**src/ofip_pkg.sv**
```systemverilog
// Shared types, character codes and helpers for the face index parser.
// No dependencies; used by every module of the block.
`default_nettype none

package ofip_pkg;

    localparam int INDEX_BITS = 24;
    localparam int COUNT_BITS = 16;
    localparam int ACC_BITS   = 32;
    localparam int MUL_BITS   = ACC_BITS + 4;
    localparam int CHAR_BITS  = 8;
    localparam int MIN_REFS   = 3;

    localparam int FIFO_DEPTH    = 4;
    localparam int FIFO_PTR_BITS = $clog2(FIFO_DEPTH);

    localparam logic [MUL_BITS-1:0] INT_LIMIT = MUL_BITS'(32'h7FFF_FFFF);

    localparam logic [CHAR_BITS-1:0] CH_SPACE   = 8'h20;
    localparam logic [CHAR_BITS-1:0] CH_TAB     = 8'h09;
    localparam logic [CHAR_BITS-1:0] CH_CR      = 8'h0D;
    localparam logic [CHAR_BITS-1:0] CH_SLASH   = 8'h2F;
    localparam logic [CHAR_BITS-1:0] CH_ZERO    = 8'h30;
    localparam logic [CHAR_BITS-1:0] CH_NINE    = 8'h39;

    localparam logic FUNC_CHAR = 1'b0;
    localparam logic FUNC_EOL  = 1'b1;

    localparam logic KIND_REF     = 1'b0;
    localparam logic KIND_SUMMARY = 1'b1;

    typedef enum logic [1:0] {
        ST_OK           = 2'd0,
        ST_EXPECTED_INT = 2'd1,
        ST_UNDEFINED    = 2'd2,
        ST_INCOHERENT   = 2'd3
    } status_t;

    typedef enum logic [2:0] {
        PH_SPACE     = 3'd0,
        PH_VERT      = 3'd1,
        PH_TEX       = 3'd2,
        PH_NORM_ONLY = 3'd3,
        PH_TNORM     = 3'd4,
        PH_ERROR     = 3'd5
    } phase_t;

    typedef struct packed {
        logic                  func;
        logic [CHAR_BITS-1:0]  char_code;
        logic [INDEX_BITS-1:0] vertex_count;
        logic [INDEX_BITS-1:0] texture_count;
        logic [INDEX_BITS-1:0] normal_count;
    } item_t;

    typedef struct packed {
        logic                  kind;
        logic [INDEX_BITS-1:0] vertex_index;
        logic [INDEX_BITS-1:0] texture_index;
        logic [INDEX_BITS-1:0] normal_index;
        logic                  has_texture;
        logic                  has_normal;
        status_t               status;
        logic [COUNT_BITS-1:0] ref_count;
        logic                  last;
    } result_t;

    // Up to two results per item, already packed in delivery order.
    typedef struct packed {
        logic [1:0] count;
        result_t    first;
        result_t    second;
    } push_t;

    // Values that do not fit the index width read as zero, which fails range check.
    function automatic logic [INDEX_BITS-1:0] clip_index(input logic [ACC_BITS-1:0] value);
        logic [ACC_BITS-1:0] upper;
        upper = value >> INDEX_BITS;
        return (upper != '0) ? '0 : value[INDEX_BITS-1:0];
    endfunction

    function automatic logic out_of_range(input logic [INDEX_BITS-1:0] idx,
                                          input logic [INDEX_BITS-1:0] limit);
        return (idx == '0) || (idx > limit);
    endfunction

endpackage

`default_nettype wire

```
**src/ofip_parser.sv**
```systemverilog
// Face line parse state and per-character update logic.
// Depends on ofip_pkg; feeds ofip_result_fifo.
`default_nettype none

module ofip_parser (
    input  wire logic           clk,
    input  wire logic           rst_n,
    input  wire logic           fire,
    input  wire ofip_pkg::item_t item,
    output ofip_pkg::push_t     push
);

    ofip_pkg::phase_t                     phase_reg, phase_next;
    logic [ofip_pkg::ACC_BITS-1:0]        acc_reg, acc_next;
    logic                                 digit_seen_reg, digit_seen_next;
    logic [ofip_pkg::INDEX_BITS-1:0]      held_vertex_reg, held_vertex_next;
    logic [ofip_pkg::INDEX_BITS-1:0]      held_texture_reg, held_texture_next;
    logic                                 first_has_texture_reg, first_has_texture_next;
    logic                                 first_has_normal_reg, first_has_normal_next;
    logic [ofip_pkg::COUNT_BITS-1:0]      refs_seen_reg, refs_seen_next;
    ofip_pkg::status_t                    error_code_reg, error_code_next;

    // reference completion
    logic                                 comp_active;
    logic [ofip_pkg::INDEX_BITS-1:0]      acc_clip;
    logic [ofip_pkg::INDEX_BITS-1:0]      cv, ct, cn;
    logic                                 cht, chn;
    logic                                 comp_fail;
    ofip_pkg::status_t                    comp_code;
    logic [ofip_pkg::COUNT_BITS-1:0]      refs_inc;
    ofip_pkg::result_t                    ref_res, sum_res;

    // character decode
    logic                                 is_space, is_digit, is_slash;
    logic [ofip_pkg::CHAR_BITS-1:0]       digit_diff;
    logic [ofip_pkg::ACC_BITS-1:0]        acc_base;
    logic [ofip_pkg::MUL_BITS-1:0]        acc_wide;

    logic                                 ref_valid, sum_valid;
    logic [ofip_pkg::COUNT_BITS-1:0]      refs_after;
    ofip_pkg::status_t                    err_after;

    always_comb
    begin
        is_space = (item.char_code == ofip_pkg::CH_SPACE) ||
                   ((item.char_code >= ofip_pkg::CH_TAB) && (item.char_code <= ofip_pkg::CH_CR));
        is_digit = (item.char_code >= ofip_pkg::CH_ZERO) && (item.char_code <= ofip_pkg::CH_NINE);
        is_slash = (item.char_code == ofip_pkg::CH_SLASH);
        digit_diff = item.char_code - ofip_pkg::CH_ZERO;
        acc_base = (phase_reg == ofip_pkg::PH_SPACE) ? '0 : acc_reg;
        // acc * 10 + digit
        acc_wide = {1'b0, acc_base, 3'b000} + {3'b000, acc_base, 1'b0}
                   + ofip_pkg::MUL_BITS'(digit_diff);
    end

    always_comb
    begin
        acc_clip    = ofip_pkg::clip_index(acc_reg);
        comp_active = 1'b1;
        cv  = held_vertex_reg;
        ct  = '0;
        cn  = '0;
        cht = 1'b0;
        chn = 1'b0;
        unique case (phase_reg)
            ofip_pkg::PH_VERT:
            begin
                cv = acc_clip;
            end
            ofip_pkg::PH_TEX:
            begin
                cht = digit_seen_reg;
                ct  = acc_clip;
            end
            ofip_pkg::PH_NORM_ONLY:
            begin
                chn = digit_seen_reg;
                cn  = acc_clip;
            end
            ofip_pkg::PH_TNORM:
            begin
                cht = 1'b1;
                ct  = held_texture_reg;
                chn = digit_seen_reg;
                cn  = acc_clip;
            end
            default:
            begin
                comp_active = 1'b0;
            end
        endcase

        comp_fail = 1'b1;
        comp_code = ofip_pkg::ST_UNDEFINED;
        if (ofip_pkg::out_of_range(cv, item.vertex_count))
            comp_code = ofip_pkg::ST_UNDEFINED;
        else if ((refs_seen_reg != '0) &&
                 ((cht != first_has_texture_reg) || (chn != first_has_normal_reg)))
            comp_code = ofip_pkg::ST_INCOHERENT;
        else if (cht && ofip_pkg::out_of_range(ct, item.texture_count))
            comp_code = ofip_pkg::ST_UNDEFINED;
        else if (chn && ofip_pkg::out_of_range(cn, item.normal_count))
            comp_code = ofip_pkg::ST_UNDEFINED;
        else
            comp_fail = 1'b0;

        refs_inc = (refs_seen_reg == '1) ? refs_seen_reg : refs_seen_reg + 1'b1;

        ref_res               = '0;
        ref_res.kind          = ofip_pkg::KIND_REF;
        ref_res.vertex_index  = cv - 1'b1;
        ref_res.texture_index = cht ? ct - 1'b1 : '0;
        ref_res.normal_index  = chn ? cn - 1'b1 : '0;
        ref_res.has_texture   = cht;
        ref_res.has_normal    = chn;
        ref_res.status        = ofip_pkg::ST_OK;
    end

    always_comb
    begin
        phase_next             = phase_reg;
        acc_next               = acc_reg;
        digit_seen_next        = digit_seen_reg;
        held_vertex_next       = held_vertex_reg;
        held_texture_next      = held_texture_reg;
        first_has_texture_next = first_has_texture_reg;
        first_has_normal_next  = first_has_normal_reg;
        refs_seen_next         = refs_seen_reg;
        error_code_next        = error_code_reg;
        ref_valid              = 1'b0;
        sum_valid              = 1'b0;
        refs_after             = refs_seen_reg;
        err_after              = error_code_reg;

        if (fire)
        begin
            if (item.func == ofip_pkg::FUNC_EOL)
            begin
                // close any open reference, then summarize and clear the line
                if (comp_active)
                begin
                    if (comp_fail)
                        err_after = comp_code;
                    else
                    begin
                        refs_after = refs_inc;
                        ref_valid  = 1'b1;
                    end
                end
                sum_valid              = 1'b1;
                phase_next             = ofip_pkg::PH_SPACE;
                acc_next               = '0;
                digit_seen_next        = 1'b0;
                held_vertex_next       = '0;
                held_texture_next      = '0;
                first_has_texture_next = 1'b0;
                first_has_normal_next  = 1'b0;
                refs_seen_next         = '0;
                error_code_next        = ofip_pkg::ST_OK;
            end
            else if (phase_reg != ofip_pkg::PH_ERROR)
            begin
                if (is_space)
                begin
                    if (phase_reg != ofip_pkg::PH_SPACE)
                    begin
                        phase_next      = ofip_pkg::PH_SPACE;
                        acc_next        = '0;
                        digit_seen_next = 1'b0;
                        if (comp_fail)
                        begin
                            phase_next      = ofip_pkg::PH_ERROR;
                            error_code_next = comp_code;
                        end
                        else
                        begin
                            ref_valid      = 1'b1;
                            refs_seen_next = refs_inc;
                            if (refs_seen_reg == '0)
                            begin
                                first_has_texture_next = cht;
                                first_has_normal_next  = chn;
                            end
                        end
                    end
                end
                else if (is_digit)
                begin
                    if (acc_wide > ofip_pkg::INT_LIMIT)
                    begin
                        phase_next      = ofip_pkg::PH_ERROR;
                        error_code_next = ofip_pkg::ST_EXPECTED_INT;
                    end
                    else
                    begin
                        acc_next        = acc_wide[ofip_pkg::ACC_BITS-1:0];
                        digit_seen_next = 1'b1;
                        if (phase_reg == ofip_pkg::PH_SPACE)
                            phase_next = ofip_pkg::PH_VERT;
                    end
                end
                else if (is_slash && (phase_reg == ofip_pkg::PH_VERT))
                begin
                    held_vertex_next = acc_clip;
                    phase_next       = ofip_pkg::PH_TEX;
                    acc_next         = '0;
                    digit_seen_next  = 1'b0;
                end
                else if (is_slash && (phase_reg == ofip_pkg::PH_TEX))
                begin
                    if (digit_seen_reg)
                    begin
                        held_texture_next = acc_clip;
                        phase_next        = ofip_pkg::PH_TNORM;
                    end
                    else
                        phase_next = ofip_pkg::PH_NORM_ONLY;
                    acc_next        = '0;
                    digit_seen_next = 1'b0;
                end
                else
                begin
                    // stray byte, sign, or empty component
                    phase_next      = ofip_pkg::PH_ERROR;
                    error_code_next = ofip_pkg::ST_EXPECTED_INT;
                end
            end
        end

        sum_res           = '0;
        sum_res.kind      = ofip_pkg::KIND_SUMMARY;
        sum_res.status    = ((err_after == ofip_pkg::ST_OK) &&
                             (refs_after < ofip_pkg::COUNT_BITS'(ofip_pkg::MIN_REFS)))
                            ? ofip_pkg::ST_EXPECTED_INT : err_after;
        sum_res.ref_count = refs_after;
        sum_res.last      = 1'b1;

        push.count  = {1'b0, ref_valid} + {1'b0, sum_valid};
        push.first  = ref_valid ? ref_res : sum_res;
        push.second = sum_res;
    end

    always_ff @(posedge clk or negedge rst_n)
    begin
        if (!rst_n)
        begin
            phase_reg             <= ofip_pkg::PH_SPACE;
            acc_reg               <= '0;
            digit_seen_reg        <= 1'b0;
            held_vertex_reg       <= '0;
            held_texture_reg      <= '0;
            first_has_texture_reg <= 1'b0;
            first_has_normal_reg  <= 1'b0;
            refs_seen_reg         <= '0;
            error_code_reg        <= ofip_pkg::ST_OK;
        end
        else
        begin
            phase_reg             <= phase_next;
            acc_reg               <= acc_next;
            digit_seen_reg        <= digit_seen_next;
            held_vertex_reg       <= held_vertex_next;
            held_texture_reg      <= held_texture_next;
            first_has_texture_reg <= first_has_texture_next;
            first_has_normal_reg  <= first_has_normal_next;
            refs_seen_reg         <= refs_seen_next;
            error_code_reg        <= error_code_next;
        end
    end

endmodule

`default_nettype wire

```
**src/ofip_result_fifo.sv**
```systemverilog
// Small result queue: takes up to two results a cycle, hands out one beat.
// Depends on ofip_pkg.
`default_nettype none

module ofip_result_fifo (
    input  wire logic              clk,
    input  wire logic              rst_n,
    input  wire ofip_pkg::push_t   push,
    output logic                   room,
    output logic                   head_valid,
    input  wire logic              head_taken,
    output ofip_pkg::result_t      head
);

    localparam int PB = ofip_pkg::FIFO_PTR_BITS;

    ofip_pkg::result_t mem [ofip_pkg::FIFO_DEPTH];

    logic [PB-1:0] wr_ptr_reg, wr_ptr_next;
    logic [PB-1:0] rd_ptr_reg, rd_ptr_next;
    logic [PB:0]   count_reg, count_next;
    logic          pop;

    always_comb
    begin
        head_valid  = (count_reg != '0);
        head        = mem[rd_ptr_reg];
        // two free slots needed, since one item may yield two results
        room        = (count_reg <= (PB+1)'(ofip_pkg::FIFO_DEPTH - 2));
        pop         = head_valid && head_taken;
        wr_ptr_next = wr_ptr_reg + PB'(push.count);
        rd_ptr_next = rd_ptr_reg + PB'(pop);
        count_next  = count_reg + (PB+1)'(push.count) - (PB+1)'(pop);
    end

    always_ff @(posedge clk)
    begin
        if (push.count != 2'd0)
            mem[wr_ptr_reg] <= push.first;
        if (push.count == 2'd2)
            mem[wr_ptr_reg + 1'b1] <= push.second;
    end

    always_ff @(posedge clk or negedge rst_n)
    begin
        if (!rst_n)
        begin
            wr_ptr_reg <= '0;
            rd_ptr_reg <= '0;
            count_reg  <= '0;
        end
        else
        begin
            wr_ptr_reg <= wr_ptr_next;
            rd_ptr_reg <= rd_ptr_next;
            count_reg  <= count_next;
        end
    end

endmodule

`default_nettype wire

```
**src/obj_face_index_parser_unit.sv**
```systemverilog
// Top level of the face line index parser: input register, parser, result queue.
// Depends on ofip_pkg, ofip_parser and ofip_result_fifo.
//
//  channel | handshake           | payload
//  --------+---------------------+-------------------------------------------------
//  in      | in_valid / in_stall | func, char_code, vertex/texture/normal_count
//  out     | out_valid/out_stall | kind, *_index, has_*, status, ref_count, last
//
// One beat per cycle in unless stalled; a beat is parsed once the queue has room.
// An end-of-line beat may yield two results (closing reference plus summary);
// the 4-entry result queue absorbs them: one beat per cycle while out_stall is low.
// in_stall rises only when the queue has fewer than two free slots.
// Reset clears the parse state to the start of a line and empties the queue.
`default_nettype none

module obj_face_index_parser_unit (
    input  wire logic                               clk,
    input  wire logic                               rst_n,

    input  wire logic                               in_valid,
    output logic                                    in_stall,
    input  wire logic                               func,
    input  wire logic [ofip_pkg::CHAR_BITS-1:0]     char_code,
    input  wire logic [ofip_pkg::INDEX_BITS-1:0]    vertex_count,
    input  wire logic [ofip_pkg::INDEX_BITS-1:0]    texture_count,
    input  wire logic [ofip_pkg::INDEX_BITS-1:0]    normal_count,

    output logic                                    out_valid,
    input  wire logic                               out_stall,
    output logic                                    kind,
    output logic [ofip_pkg::INDEX_BITS-1:0]         vertex_index,
    output logic [ofip_pkg::INDEX_BITS-1:0]         texture_index,
    output logic [ofip_pkg::INDEX_BITS-1:0]         normal_index,
    output logic                                    has_texture,
    output logic                                    has_normal,
    output logic [1:0]                              status,
    output logic [ofip_pkg::COUNT_BITS-1:0]         ref_count,
    output logic                                    last
);

    logic              item_valid_reg, item_valid_next;
    ofip_pkg::item_t   item_reg;
    logic              room;
    logic              fire;
    ofip_pkg::push_t   push;
    ofip_pkg::result_t head;

    always_comb
    begin
        fire            = item_valid_reg && room;
        in_stall        = item_valid_reg && !room;
        item_valid_next = in_stall ? item_valid_reg : in_valid;
    end

    always_ff @(posedge clk or negedge rst_n)
    begin
        if (!rst_n)
            item_valid_reg <= 1'b0;
        else
            item_valid_reg <= item_valid_next;
    end

    always_ff @(posedge clk)
    begin
        if (in_valid && !in_stall)
        begin
            item_reg.func          <= func;
            item_reg.char_code     <= char_code;
            item_reg.vertex_count  <= vertex_count;
            item_reg.texture_count <= texture_count;
            item_reg.normal_count  <= normal_count;
        end
    end

    ofip_parser u_parser (
        .clk   (clk),
        .rst_n (rst_n),
        .fire  (fire),
        .item  (item_reg),
        .push  (push)
    );

    ofip_result_fifo u_fifo (
        .clk        (clk),
        .rst_n      (rst_n),
        .push       (push),
        .room       (room),
        .head_valid (out_valid),
        .head_taken (!out_stall),
        .head       (head)
    );

    assign kind          = head.kind;
    assign vertex_index  = head.vertex_index;
    assign texture_index = head.texture_index;
    assign normal_index  = head.normal_index;
    assign has_texture   = head.has_texture;
    assign has_normal    = head.has_normal;
    assign status        = head.status;
    assign ref_count     = head.ref_count;
    assign last          = head.last;

endmodule

`default_nettype wire

```
**config.mk**
```make
export PLATFORM = sky130hd
export DESIGN_NAME = obj_face_index_parser_unit
export DESIGN_NICKNAME = d
export VERILOG_FILES = /design/src/ofip_pkg.sv /design/src/ofip_parser.sv /design/src/ofip_result_fifo.sv /design/src/obj_face_index_parser_unit.sv
export SDC_FILE = /design/constraint.sdc
export NUM_CORES = 1
export LEC_CHECK = 0
export BUFFER_PORTS_ARGS = -buffer_cell sky130_fd_sc_hd__clkbuf_2
export CAP_MARGIN = 20
export CORE_MARGIN = 2
export CORE_UTILIZATION = 23
export DETAILED_ROUTE_END_ITERATION = 10
export GPL_TIMING_DRIVEN = 1
export PLACE_DENSITY = 0.41
export SYNTH_ARGS = -nofsm -noshare
export SYNTH_HDL_FRONTEND = slang
export SYNTH_SLANG_ARGS = --single-unit
```
**constraint.sdc**
```tcl
create_clock -name clk -period 7.1 [get_ports clk]
set_clock_uncertainty 0.1 [all_clocks]
set_input_delay 1.065 -clock clk [delete_from_list [all_inputs] [get_ports clk]]
set_output_delay 1.065 -clock clk [all_outputs]
set_load 0.02 [all_outputs]
```
==> reports/results.ini <==
[clock_network]
clk_pin_slew_ps=60
cts-root-buf=clkbuf_16
tritoncts=yes
insertion_delay_ps=640
htreeDepth=3
hold_buffers=0
clockBufferDepth=3
cts_resized=0
clkSinkCount=565
cts_made_buffers=72
cts_setup_buffers=0

[critical_path]
r2r_cells=19
cp_data_required_time_ps=7520
end_kind=flip-flop
cp.arrival_ps=6880
timing.rr.start=u_parser.phase_reg[0]
r2r-end=u_fifo.mem[3][85]
r2r_slack_ps=640
cp.depth=19
path_max_fanout=50
cp-start-kind=flip-flop
path_delay_family=simple AND/OR/NAND/NOR gates
crit_buf_inv=3
cpPeakStageDelay_ps=610
crit_type=reg2reg
crit_path_top_delay_cell=or3b_2
cp_cell_sequence=or3b_2 > nor3_4 > buf_4 > a22o_1 > ha_1 > nand4_1 > a211oi_1 > nor3_1 > o2111ai_1 > nand3_1 > nand3b_1 > nor4_4 > inv_2 > ha_1 > nand2b_1 > nand2_1 > nand2_4 > buf_4 > a22o_1

[sta]
fin_setup_tns_ps=0
rsz0062_at_grt=false
post-route-min-period_ps=6460
hold_viol=0
final.period_utilization=0.909
worst_pin_slew_ps=1070
fin_hold_ws_ps=182
drv_slew=0
fmax_ghz=0.155
finalSetupViolations=0
max_slew_margin=0.286

[yosys]
netlist_area_um2=28600
ys_ff_latch=565
seq_area_frac_synth=0.468
ys.flop_type=dfxtp_1
synthArstFlopShare=0.198
ys_types=93
synth_area_leaders=dfxtp_1, edfxtp_1, dfrtp_1
syn_avg_cell_area_um2=10.3
netlist_top_cells_count=nand2_1, dfxtp_1, o21ai_0, nor2_1, a22o_1
synth_top_area_share=0.210
yosysMostFrequentCell=nand2_1
yosysTopAreaCell=dfxtp_1
synth_fp_nets=3033
synth-edff-count=153
ys.warnings.count=0
netlist_instances=2793

[cells_and_area]
multi_input_area_um2=14100
final_nets=3186
antenna_cells=0
largest_reg_flops=372
register_area_um2=13400
layout-drive-gt1-share=0.185
n_fill_cell=13200
syn_to_final_growth_pct=18.2

[die]
fp-row-count=129
die_area_um2=127000
fp.coreArea_um2=124000
start_util=0.232
die_x_um=357
die_h_um=357
pin_count=181

[power]
seq_power_share=0.375
irDropWorstVdd_uv=194
p_clk_frac=0.348
power.internal_mw=6.89
power_frac_comb=0.278
p_per_area_nw_per_um2=317
cellLeakagePower_nw=14.1
switching_power_mw=3.84
netSwitchingFraction=0.358

[grt]
track_usage=0.161
antenna_found_initial=5
overflow=0
grt_max_degree=58
grt_pass1_vias=22000
grt_pass1_wl_mm=153

[route]
drc_errors=0
final_antenna_net_count=0
drt-total-wl_mm=104
drt_iter0_drc=1628
wire_per_inst_um=22.4
vias=22100
viasPerCell=4.77
detail_route.first_pass.iterations=5

[min_path]
hold_path.class=in2async

[placement]
post-dp-hpwl_mm=75.3
gp_congestion=0.839
port_buffers=180

[outcome]
status=complete, no violations

[flow_run]
cap_violations=0

[layer usage]
metal | GRT usage | vias up | share of wire
met3 | 0.0247 | 135 | 0.045
li1 | - | 10500 | -
met4 | 0.0469 | 0 | 0.027
met2 | 0.246 | 511 | 0.44
met5 | 0 | - | 0
met1 | 0.233 | 11000 | 0.48
[cell type report]
type                    instances  area share
well taps                    1637      0.0605
clock inverters                26     0.00838
inverters                     132      0.0146
clock buffers                 101      0.0624
flip-flops and latches        565       0.396
repair buffers                244      0.0412
multi-input cells            1931       0.417
[cells in the final DEF (no fill, tap or decap), types with 77 or more instances in the layout]
cell / instances
nand2_1: 374
a21oi_1: 77
mux4_2: 93
dfxtp_1: 300
inv_1: 131
ha_1: 148
edfxtp_1: 153
clkbuf_2: 179
o21ai_0: 242
nor2_1: 175
a22o_1: 174
dfrtp_1: 110
[stage by stage]
step,total power [mW],util,instance area (µm²),setup WS (ps),cells
final,10.7,0.274,33900,645,4636
after CTS,10.9,0.274,33900,642,4635
after global placement,7.11,0.255,31500,762,4508
after floorplan,5.93,-,28600,507,2793
after detailed placement,7.11,0.255,31500,664,4508
after global routing,11.2,0.274,33900,216,4636
[worst register-to-register path: stages (launching register included)]
cell,delay (ps)
dfrtp_1,530
or3b_2,610
nor3_4,470
buf_4,310
a22o_1,360
ha_1,330
nand4_1,130
a211oi_1,80
nor3_1,280
o2111ai_1,160
nand3_1,220
nand3b_1,260
nor4_4,530
inv_2,180
ha_1,300
nand2b_1,200
nand2_1,200
nand2_4,240
buf_4,440
a22o_1,390
[worst max path at each step]
| stage | endpoint | slack, ps | startpoint |
|---|---|---|---|
| floorplan | u_fifo.mem[0][10] | 510 | u_parser.phase_reg[0] |
| global placement | u_fifo.mem[1][37] | 760 | u_parser.phase_reg[0] |
| detailed placement | u_fifo.mem[1][44] | 660 | u_parser.phase_reg[0] |
| CTS | u_fifo.mem[1][28] | 640 | u_parser.phase_reg[0] |
| global route | u_fifo.mem[1][23] | 220 | u_parser.phase_reg[0] |
| finish | u_fifo.mem[3][85] | 640 | u_parser.phase_reg[0] |
[power by group through the flow]
stage	combinational, mW	clock [mW]	sequential [mW]
2_1_floorplan	2.07	0	3.86
3_3_place_gp	3.03	0	4.08
3_5_place_dp	3.02	0	4.09
4_1_cts	3.03	3.83	4.02
5_1_grt	3.23	3.95	4.06
6_report	2.98	3.73	4.02
[cell families (layout without fill, tap and decap cells)]
| kind of cell | after synthesis | after routing | share of synthesized area |
|---|---|---|---|
| AND/OR/NAND/NOR | 843 | 843 | 0.137 |
| AO/OA/AOI/OAI | 703 | 703 | 0.165 |
| flip-flops | 565 | 565 | 0.468 |
| buffers and inverters | 297 | 503 | 0.0418 |
| adder cells (fa/ha/maj) | 155 | 155 | 0.0695 |
| multiplexers | 141 | 141 | 0.0913 |
| XOR/XNOR | 89 | 89 | 0.0272 |
Note: power is estimated with default switching activity, not from simulation.
